<file path="src/rtl/core/keyed_count_table_macros.svh">
// Assertion macros for the keyed count table design.
`ifndef KEYED_COUNT_TABLE_MACROS_SVH
`define KEYED_COUNT_TABLE_MACROS_SVH

`ifndef SYNTHESIS
// Property checked on every rising clock edge outside of reset.
`define KCT_ASSERT(lbl, prop, msg) \
  lbl: assert property (@(posedge clk) disable iff (rst) (prop)) else $error(msg);
// Property checked on every rising clock edge, reset included.
`define KCT_ASSERT_ALWAYS(lbl, prop, msg) \
  lbl: assert property (@(posedge clk) (prop)) else $error(msg);
`else
`define KCT_ASSERT(lbl, prop, msg)
`define KCT_ASSERT_ALWAYS(lbl, prop, msg)
`endif

`endif

</file>
<file path="src/rtl/core/kct_pkg.sv">
// Types and constants for the keyed count table.
package kct_pkg;

  // Sequencer states.
  typedef enum logic [1:0] {
    ST_IDLE,
    ST_SCAN,
    ST_DRAIN,
    ST_EXEC
  } state_t;

  // Request codes.
  localparam logic [1:0] REQ_ADD    = 2'd0;
  localparam logic [1:0] REQ_REMOVE = 2'd1;
  localparam logic [1:0] REQ_QUERY  = 2'd2;
  localparam logic [1:0] REQ_CLEAR  = 2'd3;

  // Status codes.
  localparam logic [1:0] STAT_DONE     = 2'd0;
  localparam logic [1:0] STAT_IGNORED  = 2'd1;
  localparam logic [1:0] STAT_NOTFOUND = 2'd2;
  localparam logic [1:0] STAT_FULL     = 2'd3;

  // Count field.
  localparam int          COUNT_BITS = 31;
  localparam logic [30:0] COUNT_MAX  = 31'h7FFF_FFFF;

  // Reset value of the entry limit register.
  localparam logic [4:0] MAX_ENTRIES_RESET = 5'd16;

endpackage

</file>
<file path="src/rtl/core/kct_ram.sv">
// Generic single-write, single-read RAM with registered read data.
module kct_ram #(
  parameter int WIDTH = 8,
  parameter int DEPTH = 16
) (
  input  logic                                  clk,
  input  logic                                  we,
  input  logic [(DEPTH > 1 ? $clog2(DEPTH) : 1)-1:0] waddr,
  input  logic [WIDTH-1:0]                      wdata,
  input  logic [(DEPTH > 1 ? $clog2(DEPTH) : 1)-1:0] raddr,
  output logic [WIDTH-1:0]                      rdata
);

  logic [WIDTH-1:0] mem [DEPTH];

  // Write port and registered read port.
  always_ff @(posedge clk) begin
    if (we) begin
      mem[waddr] <= wdata;
    end
    rdata <= mem[raddr];
  end

endmodule

</file>
<file path="src/rtl/core/keyed_count_table.sv">
// A request word is taken only while idle. It then passes the key scan, which reads one
// table entry per cycle through the single RAM read port, a drain state, and execution,
// which registers the result word once the output is free; only then is the next taken.
// A clear request skips the scan and goes straight to execution.
// Reset (rst, synchronous): table empty, entry limit 16, no result pending;
// the RAM contents are not cleared and are only read behind a set valid bit.
`include "keyed_count_table_macros.svh"

module keyed_count_table #(
  parameter int TABLE_DEPTH = 16,
  parameter int KEY_BITS    = 32
) (
  input  logic         clk,
  input  logic         rst,
  // Configuration: max_entries.
  input  logic         cfg_we,
  input  logic [4:0]   cfg_wdata,
  // Request stream.
  input  logic         s_axis_tvalid,
  output logic         s_axis_tready,
  // [31:0] item_key, [63:32] amount, [64] key_flag, [96:65] min_count, [103:97] zero
  input  logic [103:0] s_axis_tdata,
  // [1:0] req_type
  input  logic [1:0]   s_axis_tuser,
  // Result stream.
  output logic         m_axis_tvalid,
  input  logic         m_axis_tready,
  // [30:0] count_out, [31] has_enough, [32] changed, [39:33] zero
  output logic [39:0]  m_axis_tdata,
  // [1:0] status
  output logic [1:0]   m_axis_tuser
);

  localparam int IDX_W  = (TABLE_DEPTH > 1) ? $clog2(TABLE_DEPTH) : 1;
  localparam int OCC_W  = $clog2(TABLE_DEPTH + 1);
  localparam int WORD_W = KEY_BITS + kct_pkg::COUNT_BITS + 1;

  kct_pkg::state_t state, state_next;

  // Configuration register.
  logic [4:0] max_entries;

  // Captured request.
  logic [1:0]          req_q;
  logic [KEY_BITS-1:0] key_q;
  logic signed [31:0]  amt_q;
  logic                flag_q;
  logic signed [31:0]  minc_q;

  // Scan state.
  logic [IDX_W-1:0] scan_idx;
  logic             chk_vld;
  logic [IDX_W-1:0] chk_idx;
  logic             chk_valid_bit;
  logic             found;
  logic [IDX_W-1:0] match_idx;
  logic [30:0]      match_cnt;
  logic             match_flag;
  logic             free_found;
  logic [IDX_W-1:0] free_idx;

  // Table occupancy.
  logic [TABLE_DEPTH-1:0] entry_valid;
  logic [OCC_W-1:0]       occ;

  // RAM ports.
  logic              ram_we;
  logic [IDX_W-1:0]  ram_waddr;
  logic [WORD_W-1:0] ram_wdata;
  logic [WORD_W-1:0] ram_rdata;

  // EXEC decisions.
  logic        exec_fire;
  logic        set_valid;
  logic        clr_valid;
  logic        clr_all;
  logic [1:0]  res_status;
  logic [30:0] res_count;
  logic        res_enough;
  logic        res_changed;

  // Shared adder.
  logic               alu_sub;
  logic signed [33:0] alu_a;
  logic signed [33:0] alu_b;
  logic signed [33:0] alu_res;

  logic accept;
  logic out_free;
  logic table_full;
  logic amt_nonpos;
  logic key_zero;
  logic rd_match;
  logic [KEY_BITS-1:0] rd_key;

  kct_ram #(
    .WIDTH (WORD_W),
    .DEPTH (TABLE_DEPTH)
  ) u_table (
    .clk   (clk),
    .we    (ram_we),
    .waddr (ram_waddr),
    .wdata (ram_wdata),
    .raddr (scan_idx),
    .rdata (ram_rdata)
  );

  assign s_axis_tready = (state == kct_pkg::ST_IDLE);
  assign accept        = s_axis_tvalid && s_axis_tready;
  assign out_free      = !m_axis_tvalid || m_axis_tready;

  // Configuration write.
  always_ff @(posedge clk) begin
    if (rst) begin
      max_entries <= kct_pkg::MAX_ENTRIES_RESET;
    end else if (cfg_we) begin
      max_entries <= cfg_wdata;
    end
  end

  // Request capture; the key keeps only its low KEY_BITS bits.
  always_ff @(posedge clk) begin
    if (accept) begin
      req_q  <= s_axis_tuser;
      key_q  <= KEY_BITS'(s_axis_tdata[31:0]);
      amt_q  <= s_axis_tdata[63:32];
      flag_q <= s_axis_tdata[64];
      minc_q <= s_axis_tdata[96:65];
    end
  end

  // State register.
  always_ff @(posedge clk) begin
    if (rst) begin
      state <= kct_pkg::ST_IDLE;
    end else begin
      state <= state_next;
    end
  end

  // Next state.
  always_comb begin
    state_next = state;
    case (state)
      kct_pkg::ST_IDLE: begin
        if (accept) begin
          state_next = (s_axis_tuser == kct_pkg::REQ_CLEAR) ? kct_pkg::ST_EXEC
                                                             : kct_pkg::ST_SCAN;
        end
      end
      kct_pkg::ST_SCAN: begin
        if (scan_idx == IDX_W'(TABLE_DEPTH - 1)) begin
          state_next = kct_pkg::ST_DRAIN;
        end
      end
      kct_pkg::ST_DRAIN: state_next = kct_pkg::ST_EXEC;
      kct_pkg::ST_EXEC: begin
        if (out_free) begin
          state_next = kct_pkg::ST_IDLE;
        end
      end
      default: state_next = kct_pkg::ST_IDLE;
    endcase
  end

  // Scan address and the compare stage behind the RAM read.
  always_ff @(posedge clk) begin
    if (rst) begin
      chk_vld <= 1'b0;
    end else begin
      chk_vld <= (state == kct_pkg::ST_SCAN);
    end
    if (accept) begin
      scan_idx <= '0;
    end else if (state == kct_pkg::ST_SCAN && scan_idx != IDX_W'(TABLE_DEPTH - 1)) begin
      scan_idx <= scan_idx + 1'b1;
    end
    chk_idx       <= scan_idx;
    chk_valid_bit <= entry_valid[scan_idx];
  end

  assign rd_key   = ram_rdata[KEY_BITS-1:0];
  assign rd_match = chk_vld && chk_valid_bit && (rd_key == key_q);

  // Keep the first matching entry and the lowest free entry.
  always_ff @(posedge clk) begin
    if (rst) begin
      found      <= 1'b0;
      free_found <= 1'b0;
    end else if (accept) begin
      found      <= 1'b0;
      free_found <= 1'b0;
    end else if (chk_vld) begin
      if (rd_match && !found) begin
        found <= 1'b1;
      end
      if (!chk_valid_bit && !free_found) begin
        free_found <= 1'b1;
      end
    end
    if (rd_match && !found) begin
      match_idx  <= chk_idx;
      match_cnt  <= ram_rdata[KEY_BITS +: kct_pkg::COUNT_BITS];
      match_flag <= ram_rdata[WORD_W-1];
    end
    if (chk_vld && !chk_valid_bit && !free_found) begin
      free_idx <= chk_idx;
    end
  end

  // Shared adder: add amount, subtract amount, or subtract the threshold.
  assign alu_sub = (req_q != kct_pkg::REQ_ADD);
  assign alu_a   = found ? $signed({3'b000, match_cnt}) : '0;
  assign alu_b   = (req_q == kct_pkg::REQ_QUERY) ? 34'(minc_q) : 34'(amt_q);
  assign alu_res = alu_sub ? (alu_a - alu_b) : (alu_a + alu_b);

  assign key_zero   = (key_q == '0);
  assign amt_nonpos = amt_q[31] || (amt_q == '0);
  assign table_full = (occ == OCC_W'(TABLE_DEPTH)) || (32'(occ) >= 32'(max_entries));

  // Request execution and write-back decision.
  always_comb begin
    exec_fire   = (state == kct_pkg::ST_EXEC) && out_free;
    set_valid   = 1'b0;
    clr_valid   = 1'b0;
    clr_all     = 1'b0;
    ram_we      = 1'b0;
    ram_waddr   = match_idx;
    ram_wdata   = {match_flag | flag_q, alu_res[30:0], key_q};
    res_status  = kct_pkg::STAT_DONE;
    res_count   = '0;
    res_enough  = 1'b0;
    res_changed = 1'b0;
    case (req_q)
      kct_pkg::REQ_ADD: begin
        if (key_zero || amt_nonpos) begin
          res_status = kct_pkg::STAT_IGNORED;
        end else if (found) begin
          res_count   = alu_res[31] ? kct_pkg::COUNT_MAX : alu_res[30:0];
          ram_wdata   = {match_flag | flag_q, res_count, key_q};
          ram_we      = exec_fire;
          res_changed = 1'b1;
        end else if (table_full) begin
          res_status = kct_pkg::STAT_FULL;
        end else begin
          res_count   = amt_q[30:0];
          ram_waddr   = free_idx;
          ram_wdata   = {flag_q, amt_q[30:0], key_q};
          ram_we      = exec_fire;
          set_valid   = exec_fire;
          res_changed = 1'b1;
        end
      end
      kct_pkg::REQ_REMOVE: begin
        if (key_zero) begin
          res_status = kct_pkg::STAT_IGNORED;
        end else if (amt_nonpos) begin
          res_status = kct_pkg::STAT_IGNORED;
          res_count  = found ? match_cnt : '0;
        end else if (!found) begin
          res_status = kct_pkg::STAT_NOTFOUND;
        end else if (alu_res[33] || alu_res == '0) begin
          clr_valid   = exec_fire;
          res_changed = 1'b1;
        end else begin
          res_count   = alu_res[30:0];
          ram_wdata   = {match_flag, alu_res[30:0], key_q};
          ram_we      = exec_fire;
          res_changed = 1'b1;
        end
      end
      kct_pkg::REQ_QUERY: begin
        if (key_zero) begin
          res_status = kct_pkg::STAT_IGNORED;
        end else if (!found) begin
          res_status = kct_pkg::STAT_NOTFOUND;
        end else begin
          res_count = match_cnt;
        end
        res_enough = !alu_res[33];
      end
      kct_pkg::REQ_CLEAR: begin
        clr_all     = exec_fire;
        res_changed = 1'b1;
      end
      default: res_status = kct_pkg::STAT_IGNORED;
    endcase
  end

  // Valid bits and occupancy count.
  always_ff @(posedge clk) begin
    if (rst || clr_all) begin
      entry_valid <= '0;
      occ         <= '0;
    end else if (set_valid) begin
      entry_valid[free_idx] <= 1'b1;
      occ                   <= occ + 1'b1;
    end else if (clr_valid) begin
      entry_valid[match_idx] <= 1'b0;
      occ                    <= occ - 1'b1;
    end
  end

  // Output register.
  always_ff @(posedge clk) begin
    if (rst) begin
      m_axis_tvalid <= 1'b0;
    end else if (exec_fire) begin
      m_axis_tvalid <= 1'b1;
    end else if (m_axis_tready) begin
      m_axis_tvalid <= 1'b0;
    end
    if (exec_fire) begin
      m_axis_tdata <= {7'b0, res_changed, res_enough, res_count};
      m_axis_tuser <= res_status;
    end
  end

  // Checks.
  `KCT_ASSERT(a_occ_matches_valid, occ == OCC_W'($countones(entry_valid)), "occupancy count differs from valid bits")
  `KCT_ASSERT(a_occ_bounded, 32'(occ) <= 32'(TABLE_DEPTH), "occupancy above table depth")
  `KCT_ASSERT(a_match_is_valid, (state == kct_pkg::ST_EXEC && found) |-> entry_valid[match_idx], "matched entry is not valid at execution")
  `KCT_ASSERT(a_result_from_exec, $rose(m_axis_tvalid) |-> $past(state == kct_pkg::ST_EXEC), "result word raised outside execution")
  `KCT_ASSERT(a_no_compare_in_exec, (state == kct_pkg::ST_EXEC) |-> !chk_vld, "compare stage busy during execution")

endmodule

</file>
<file path="config.mk">
export PLATFORM = sky130hd
export DESIGN_NAME = keyed_count_table
export DESIGN_NICKNAME = d
export VERILOG_FILES = /design/src/rtl/core/kct_pkg.sv /design/src/rtl/core/kct_ram.sv /design/src/rtl/core/keyed_count_table.sv
export VERILOG_INCLUDE_DIRS = /design/src /design/src/rtl/core
export SDC_FILE = /design/constraint.sdc
export NUM_CORES = 2
export LEC_CHECK = 0
export ABC_AREA = 1
export ABC_CLOCK_PERIOD_IN_PS = 11300
export BUFFER_PORTS_ARGS = -buffer_cell sky130_fd_sc_hd__clkbuf_2
export CORE_UTILIZATION = 57
export CTS_BUF_LIST = sky130_fd_sc_hd__clkbuf_16
export DETAILED_ROUTE_END_ITERATION = 6
export PLACE_DENSITY = 0.74
export RECOVER_POWER = 50
export SLEW_MARGIN = 20
export SYNTH_ARGS = -nofsm -noshare
export SYNTH_HDL_FRONTEND = slang
export SYNTH_SLANG_ARGS = --single-unit
</file>
<file path="constraint.sdc">
create_clock -name clk -period 11.3 [get_ports clk]
set_clock_uncertainty 0.2 [all_clocks]
set_input_delay 2.26 -clock clk [delete_from_list [all_inputs] [get_ports clk]]
set_output_delay 2.26 -clock clk [all_outputs]
set_load 0.005 [all_outputs]
</file>
; ---- Word-level counts from Yosys, hierarchy flattened
; Memory sizes are Yosys's and may differ from the RTL's. A register that Yosys moved wholly into a read port is not among the register bits.
; Cells that the tools add are included.
; W data, S select, Z words.
[word_totals]
rom_bits = 0
ram_bits = 1024
n_memories = 1
reg_bits = 215
word_cells = 164
out_inout_bits = 44
latchBits = 0
inputBits = 116
[classes]
n_eq_ne = 14
magnitude_cmp = 6
n_reduce_logical = 34
muxes = 77
div_mod_pow = 0
n_shift = 0
mul = 0
bitwise = 4
addsub = 5
[mem_list]
columns = memory, words, word_bits, rd, rd_clocked_by_memory_dff, write_ports, line_no
row1 = u_table.mem, 16, 64, 1, 1, 1, kct_ram.sv:14  ; logic [WIDTH-1:0] mem [DEPTH];
[op_table]
columns = op, n
row1 = $mux W64, 7
row2 = $mux W31, 11
row3 = $pmux W64 S2, 1
row4 = $pmux W31 S3, 1
row5 = $mux W34, 2
row6 = $logic_not A32 Y1, 2
row7 = $add A32 B34 Y34, 1
row8 = $logic_not A34 Y1, 1
row9 = $sub A32 B34 Y34, 1
row10 = $eq A32 B32 Y1, 1
row11 = $mux W16, 2
row12 = $mux W1, 29
row13 = $mux W2, 11
row14 = $and A16 B16 Y16, 1
row15 = $mux W4, 4
row16 = $not A16 Y16, 1
row17 = $or A16 B16 Y16, 1
row18 = $lt A4 B5 Y1 const B, 3
row19 = $logic_and A1 B1 Y1, 11
row20 = $eq A2 B2 Y1 const B, 5
row21 = $mux W5, 2
row22 = $demux W1 S4, 2
row23 = $ge A4 B1 Y1 const B, 2
row24 = $pmux W2 S4, 1
row25 = other kinds (22), 37

; ---- Longest topological paths before layout
[depth]
word_depth = 13
depth_mapped = 39
depth_no_buf = 37

; ---- Hierarchy
; From an unflattened synthesis, not the netlist that was laid out.
[unflattened]
hier_cells = 5922
area_unflattened_um2 = 58658.8
[by_module_without_submodules]
columns = module, cells_per_inst, n_inst, area_per_inst_um2, seq_area_each_um2
row1 = kct_ram, 4210, 1, 45285.9, 32030.7
row2 = keyed_count_table, 1712, 1, 13372.8, 6045.8

; ---- Least setup slack after synthesis
; Ideal clock, no wire load.
[synth_path]
path_type = register -> register
from = reg req_q[0]
to = mem u_table.mem[0][0] (netlist bit) (enable)
path_slack_ps = 3966
t_required_ps = 10615
setup_time_ps = 485
path_buffers = 1
period_less_slack_ps = 7334
path_stages_with_launch = 35
t_arrival_ps = 6649
cell_sequence = edfxtp_1 inv_2 nand2_4 buf_6 nand2_1 nand2_1 nor2_2 nand2_1 nor2_2 nand3_1 nor2_1 inv_1 nor2_1 inv_1 nor2_1 nand2_1 o21ai_0 xnor2_1 inv_1 ha_1 nand2_1 nor3_1 and2_1 nand2_1 nand2_1 nand2_1 nand2_1 nor2_1 nand3_1 nor2_2 nand3_2 nand2_4 o21ai_2 nand3_1 nor2_1
[synth_via]
elab_chain_len = 13
word_cells_on_any_way = 18
cone_classes = add/sub: 2 / eq/ne: 2 / mux: 10 / reduce/logical: 4
[synth_lines]
columns = element, line_no
row1 = start: declaration, keyed_count_table.sv:44  ; logic [1:0] req_q;
row2 = start signal: assignment, keyed_count_table.sv:124  ; req_q <= s_axis_tuser;
row3 = $eq A2 B2 Y1, keyed_count_table.sv:214  ; assign alu_b = (req_q == kct_pkg::REQ_QUERY) ? 34'(minc_q) : 34'(amt_q);
row4 = $mux W34, keyed_count_table.sv:214
row5 = $add A32 B34 Y34 / $sub A32 B34 Y34 (equally long branches), keyed_count_table.sv:215  ; assign alu_res = alu_sub ? (alu_a - alu_b) : (alu_a + alu_b);
row6 = $mux W34, keyed_count_table.sv:215
row7 = $logic_not A34 Y1, keyed_count_table.sv:262  ; end else if (alu_res[33] || alu_res == '0) begin
row8 = $logic_or A1 B1 Y1, keyed_count_table.sv:262
row9 = $mux W1, keyed_count_table.sv:262
row10 = $mux W1, keyed_count_table.sv:260  ; end else if (!found) begin
row11 = $mux W1, keyed_count_table.sv:257  ; end else if (amt_nonpos) begin
row12 = $mux W1, keyed_count_table.sv:255  ; if (key_zero) begin
row13 = $pmux W1 S2, keyed_count_table.sv:234  ; case (req_q)
row14 = $mux W1, kct_ram.sv:18  ; if (we) begin
row15 = $mux W1 (not written as such), kct_ram.sv:19  ; mem[waddr] <= wdata;
row16 = end: declaration, kct_ram.sv:14
; Parallel ways exist; a longest one is shown, timed or not.

; ---- Final worst setup path
[layout_path]
from = reg req_q[0]
to = mem u_table.mem[6][30] (netlist bit) (enable)
; Same word-level chain as after synthesis.

==> insert_results.sql <==
INSERT INTO impl_metrics (metric_group, metric, value, unit) VALUES
('global_routing', 'grt_first_pass_wirelength', '205000', 'um'),
('synth', 'synth.most_common_cell', 'sky130_fd_sc_hd__edfxtp_1', ''),
('synth', 'ys_top_cells_by_area', 'sky130_fd_sc_hd__edfxtp_1 (66%), sky130_fd_sc_hd__o21ai_0 (5.4%), sky130_fd_sc_hd__nand2_1 (5.3%), sky130_fd_sc_hd__nor2_1 (4.6%), sky130_fd_sc_hd__dfxtp_1 (3.9%)', ''),
('timing', 'tightestPinTransition', '3.93', 'ns'),
('setup_path', 'rr_worst_depth', '30', ''),
('power', 'power_density', '229', 'mW/mm^2'),
('status', 'run_status', 'complete, but fails checks', ''),
('floorplan', 'core_area', '0.0924', 'sq mm'),
('detailed_routing', 'detailroute.via_count', '36327', ''),
('floorplan', 'rows', '111', ''),
('detailed_routing', 'drt.antenna.violating_nets', '0', ''),
('global_routing', 'antenna_found_initial', '0', ''),
('timing', 'slew-limit-headroom', '-162', '%'),
('timing', 'setup_tns', '0', 'ns'),
('cells_and_area', 'postLayoutCellArea', '0.0593', 'sq mm'),
('timing', 'timing.final.setup_violations', '0', ''),
('global_routing', 'grt_max_degree', '241', ''),
('synth', 'synth.distinct_cells', '54', ''),
('cells_and_area', 'final_net_count', '4873', ''),
('synth', 'synth-seq-area-share', '70.1', '%'),
('setup_path', 'timing.critical_path.slowest_cell_delay', '1.09', 'ns'),
('floorplan', 'die_area', '0.0951', 'sq mm'),
('detailed_routing', 'routed_via_density', '6.00', ''),
('synth', 'dominantRegCellSynth', 'sky130_fd_sc_hd__edfxtp_1', ''),
('floorplan', 'initial_utilization', '57.9', '%'),
('setup_path', 'crit_path_start', 'req_q[0]$_DFFE_PP_', ''),
('power', 'largest_vdd_supply_drop', '184', 'uV'),
('cells_and_area', 'areaGrowthSynthToFinish', '10.9', '%'),
('floorplan', 'die_height', '308', 'um'),
('setup_path', 'cp_top_family', 'simple AND/OR/NAND/NOR gates', ''),
('timing', 'finalMaxSlewViolations', '636', ''),
('placement', 'place.gp.congestion', '0.951', ''),
('placement', 'dp_area', '0.0554', 'sq mm'),
('placement', 'buffer_ports.inserted', '144', ''),
('synth', 'number_of_synthesized_register_bits', '1284', ''),
('setup_path', 'category_of_the_worst_setup_path_capture_point', 'flop', ''),
('global_routing', 'total_global_routing_track_utilization', '28.8', '%'),
('timing', 'achievable-frequency', '112', 'MHz'),
('detailed_routing', 'wl_per_cell', '22.5', 'um'),
('synth', 'number_of_synthesized_flops_with_an_enable_pin', '1180', ''),
('flow_run', 'max_cap_violations', '14', ''),
('clock_network', 'cts-root-buf', 'sky130_fd_sc_hd__clkbuf_16', ''),
('status', 'failed_checks', 'max-capacitance violations, max-slew violations', ''),
('setup_path', 'path_common_cell', 'sky130_fd_sc_hd__nand2_1', ''),
('timing', 'final.min_clock_period', '8.95', 'ns'),
('detailed_routing', 'drt_drc_violations_left', '0', ''),
('clock_network', 'cts_tree', 'done', ''),
('synth', 'netlist.top_cell.by_area', 'sky130_fd_sc_hd__edfxtp_1', ''),
('placement', 'post-dp-hpwl', '75000', 'um'),
('floorplan', 'die_x', '308', 'um'),
('synth', 'netlist_top_cells_count', 'sky130_fd_sc_hd__edfxtp_1 (1180), sky130_fd_sc_hd__nand2_1 (753), sky130_fd_sc_hd__nor2_1 (657), sky130_fd_sc_hd__o21ai_0 (580), sky130_fd_sc_hd__inv_1 (258)', ''),
('setup_path', 'cp_required', '11.46', 'ns'),
('detailed_routing', 'totalWireLength', '136000', 'um'),
('cells_and_area', 'layout.core_utilization', '64.2', '%'),
('worst_hold_path', 'holdCritPathClass', 'reg -> reg', ''),
('clock_network', 'post_cts_buffers', '0', ''),
('setup_path', 'path_class', 'reg -> reg', ''),
('setup_path', 'cp.arrival', '9.11', 'ns'),
('cells_and_area', 'final_layout_size_suffix_gt1_share', '7.79', '%'),
('setup_path', 'timing.critical_path.slowest_stage_cell', 'sky130_fd_sc_hd__nor2_1', ''),
('detailed_routing', 'first_pass_iters', '6', ''),
('floorplan', 'top_level_ports', '160', ''),
('global_routing', 'grt_overflow_total', '0', ''),
('worst_hold_path', 'worst_hold_startpoint', 'scan_idx[3]$_SDFFE_PP0P_', ''),
('synth', 'yosys_warnings', '0', ''),
('timing', 'rsz_0062_raised_after_global_routing', 'false', ''),
('timing', 'final.period_utilization', '79.2', '%'),
('setup_path', 'worst-path-max-fanout', '54', ''),
('cells_and_area', 'fillCellCount', '6966', ''),
('clock_network', 'clock_path_buffers', '3', ''),
('synth', 'synth_area', '0.0535', 'sq mm');
## metrics by stage
| stage | worst slack (ns) | instances | hold WS (ns) |
|---|---|---|---|
| 3_3_place_gp | 3.58 | 5818 | 0.182 |
| 3_5_place_dp | 3.44 | 5820 | 0.183 |
| 2_1_floorplan | 3.97 | 4627 | 0.129 |
| 6_report | 2.35 | 6059 | 0.192 |
| 4_1_cts | 3.46 | 6057 | 0.191 |
| 5_1_grt | 1.61 | 6059 | 0.207 |
## area by class of cell
type                            count  area [sq um]  area share [%]
Timing Repair Buffer              200          1080            1.82
Inverter                          266          1010            1.71
Clock buffer                      132          3300            5.57
Sequential cell                  1284         37500            63.2
Tap cell                         1243          1560            2.62
Multi-Input combinational cell   2829         14100            23.7
Clock inverter                    105           795            1.34
## layout by cell type (no fill, tap or decap), types with 5 or more instances in the layout
| cell type | count |
|---|---|
| sky130_fd_sc_hd__clkbuf_2 | 98 |
| sky130_fd_sc_hd__nor4_1 | 21 |
| sky130_fd_sc_hd__xor2_1 | 30 |
| sky130_fd_sc_hd__conb_1 | 7 |
| sky130_fd_sc_hd__nand4_1 | 16 |
| sky130_fd_sc_hd__o21bai_2 | 8 |
| sky130_fd_sc_hd__a21oi_1 | 103 |
| sky130_fd_sc_hd__nor3_1 | 23 |
| sky130_fd_sc_hd__a21o_1 | 10 |
| sky130_fd_sc_hd__nor2_2 | 7 |
| sky130_fd_sc_hd__dfxtp_1 | 104 |
| sky130_fd_sc_hd__bufinv_16 | 7 |
| sky130_fd_sc_hd__nor2_4 | 20 |
| sky130_fd_sc_hd__inv_1 | 288 |
| sky130_fd_sc_hd__o21a_1 | 14 |
| sky130_fd_sc_hd__o21bai_1 | 9 |
| sky130_fd_sc_hd__clkbuf_16 | 132 |
| sky130_fd_sc_hd__o21ai_0 | 581 |
| sky130_fd_sc_hd__buf_4 | 36 |
| sky130_fd_sc_hd__clkinv_1 | 32 |
| sky130_fd_sc_hd__nand3_2 | 5 |
| sky130_fd_sc_hd__nand2_1 | 757 |
| sky130_fd_sc_hd__clkbuf_1 | 61 |
| sky130_fd_sc_hd__nor2_1 | 644 |
| sky130_fd_sc_hd__nand3b_1 | 7 |
| sky130_fd_sc_hd__inv_6 | 5 |
| sky130_fd_sc_hd__ha_1 | 44 |
| sky130_fd_sc_hd__a211oi_1 | 7 |
| sky130_fd_sc_hd__nand3_1 | 175 |
| sky130_fd_sc_hd__clkinv_2 | 21 |
| sky130_fd_sc_hd__o22ai_1 | 152 |
| sky130_fd_sc_hd__xnor2_1 | 8 |
| sky130_fd_sc_hd__a31oi_1 | 12 |
| sky130_fd_sc_hd__o211ai_1 | 22 |
| sky130_fd_sc_hd__edfxtp_1 | 1180 |
| sky130_fd_sc_hd__o221ai_1 | 111 |
## report_power, final
part           total, mW  switching, mW  internal, mW
combinational       3.31           2.41         0.898
clock               4.10           1.79          2.30
sequential          6.20          0.263          5.94
total               13.6           4.47          9.14
## sequential cells by signal, indices dropped and copies added (netlist names), 16 cells and up
name,count
m_axis_tdata,33
match_cnt,31
key_q,32
entry_valid,16
u_table.rdata,63
u_table.mem,1008
minc_q,32
amt_q,32
## cell families after synthesis
logic type	Yosys count	share of synthesized area [%]
AND/OR/NAND/NOR	1688	12.9
XOR/XNOR	39	0.664
AO/OA/AOI/OAI	1048	11.4
adder cells (fa/ha/maj)	46	1.10
flip-flops	1284	70.1
other	1	0.00701
buffers and inverters	514	3.77
multiplexers	1	0.0187
## worst reg2reg max path: cells and delay by family, from the launching register on
family,cells,cell delay (ns)
AND/OR/NAND/NOR,23,4.74
buffers and inverters,2,1.38
AO/OA/AOI/OAI,4,1.27
flip-flops,1,0.50
adder cells (fa/ha/maj),1,0.43
## per-layer routing
metal | track usage, % | up-vias | part of all wire [%]
li1 | - | 16718 | -
met1 | 38.8 | 17555 | 40
met2 | 46.7 | 1729 | 47
met3 | 4.48 | 325 | 8.5
met4 | 12.4 | 0 | 3.7
met5 | 0 | - | 0
## path summary, 6_finish.rpt
check	endpoint	slack (ns)
max	u_table.mem[6][30]$_DFFE_PP_	2.35
max reg2reg	u_table.mem[6][30]$_DFFE_PP_	2.35
min	chk_idx[3]$_DFF_P_	0.19
min reg2reg	chk_idx[3]$_DFF_P_	0.19
(Power assumes the default switching activity.)
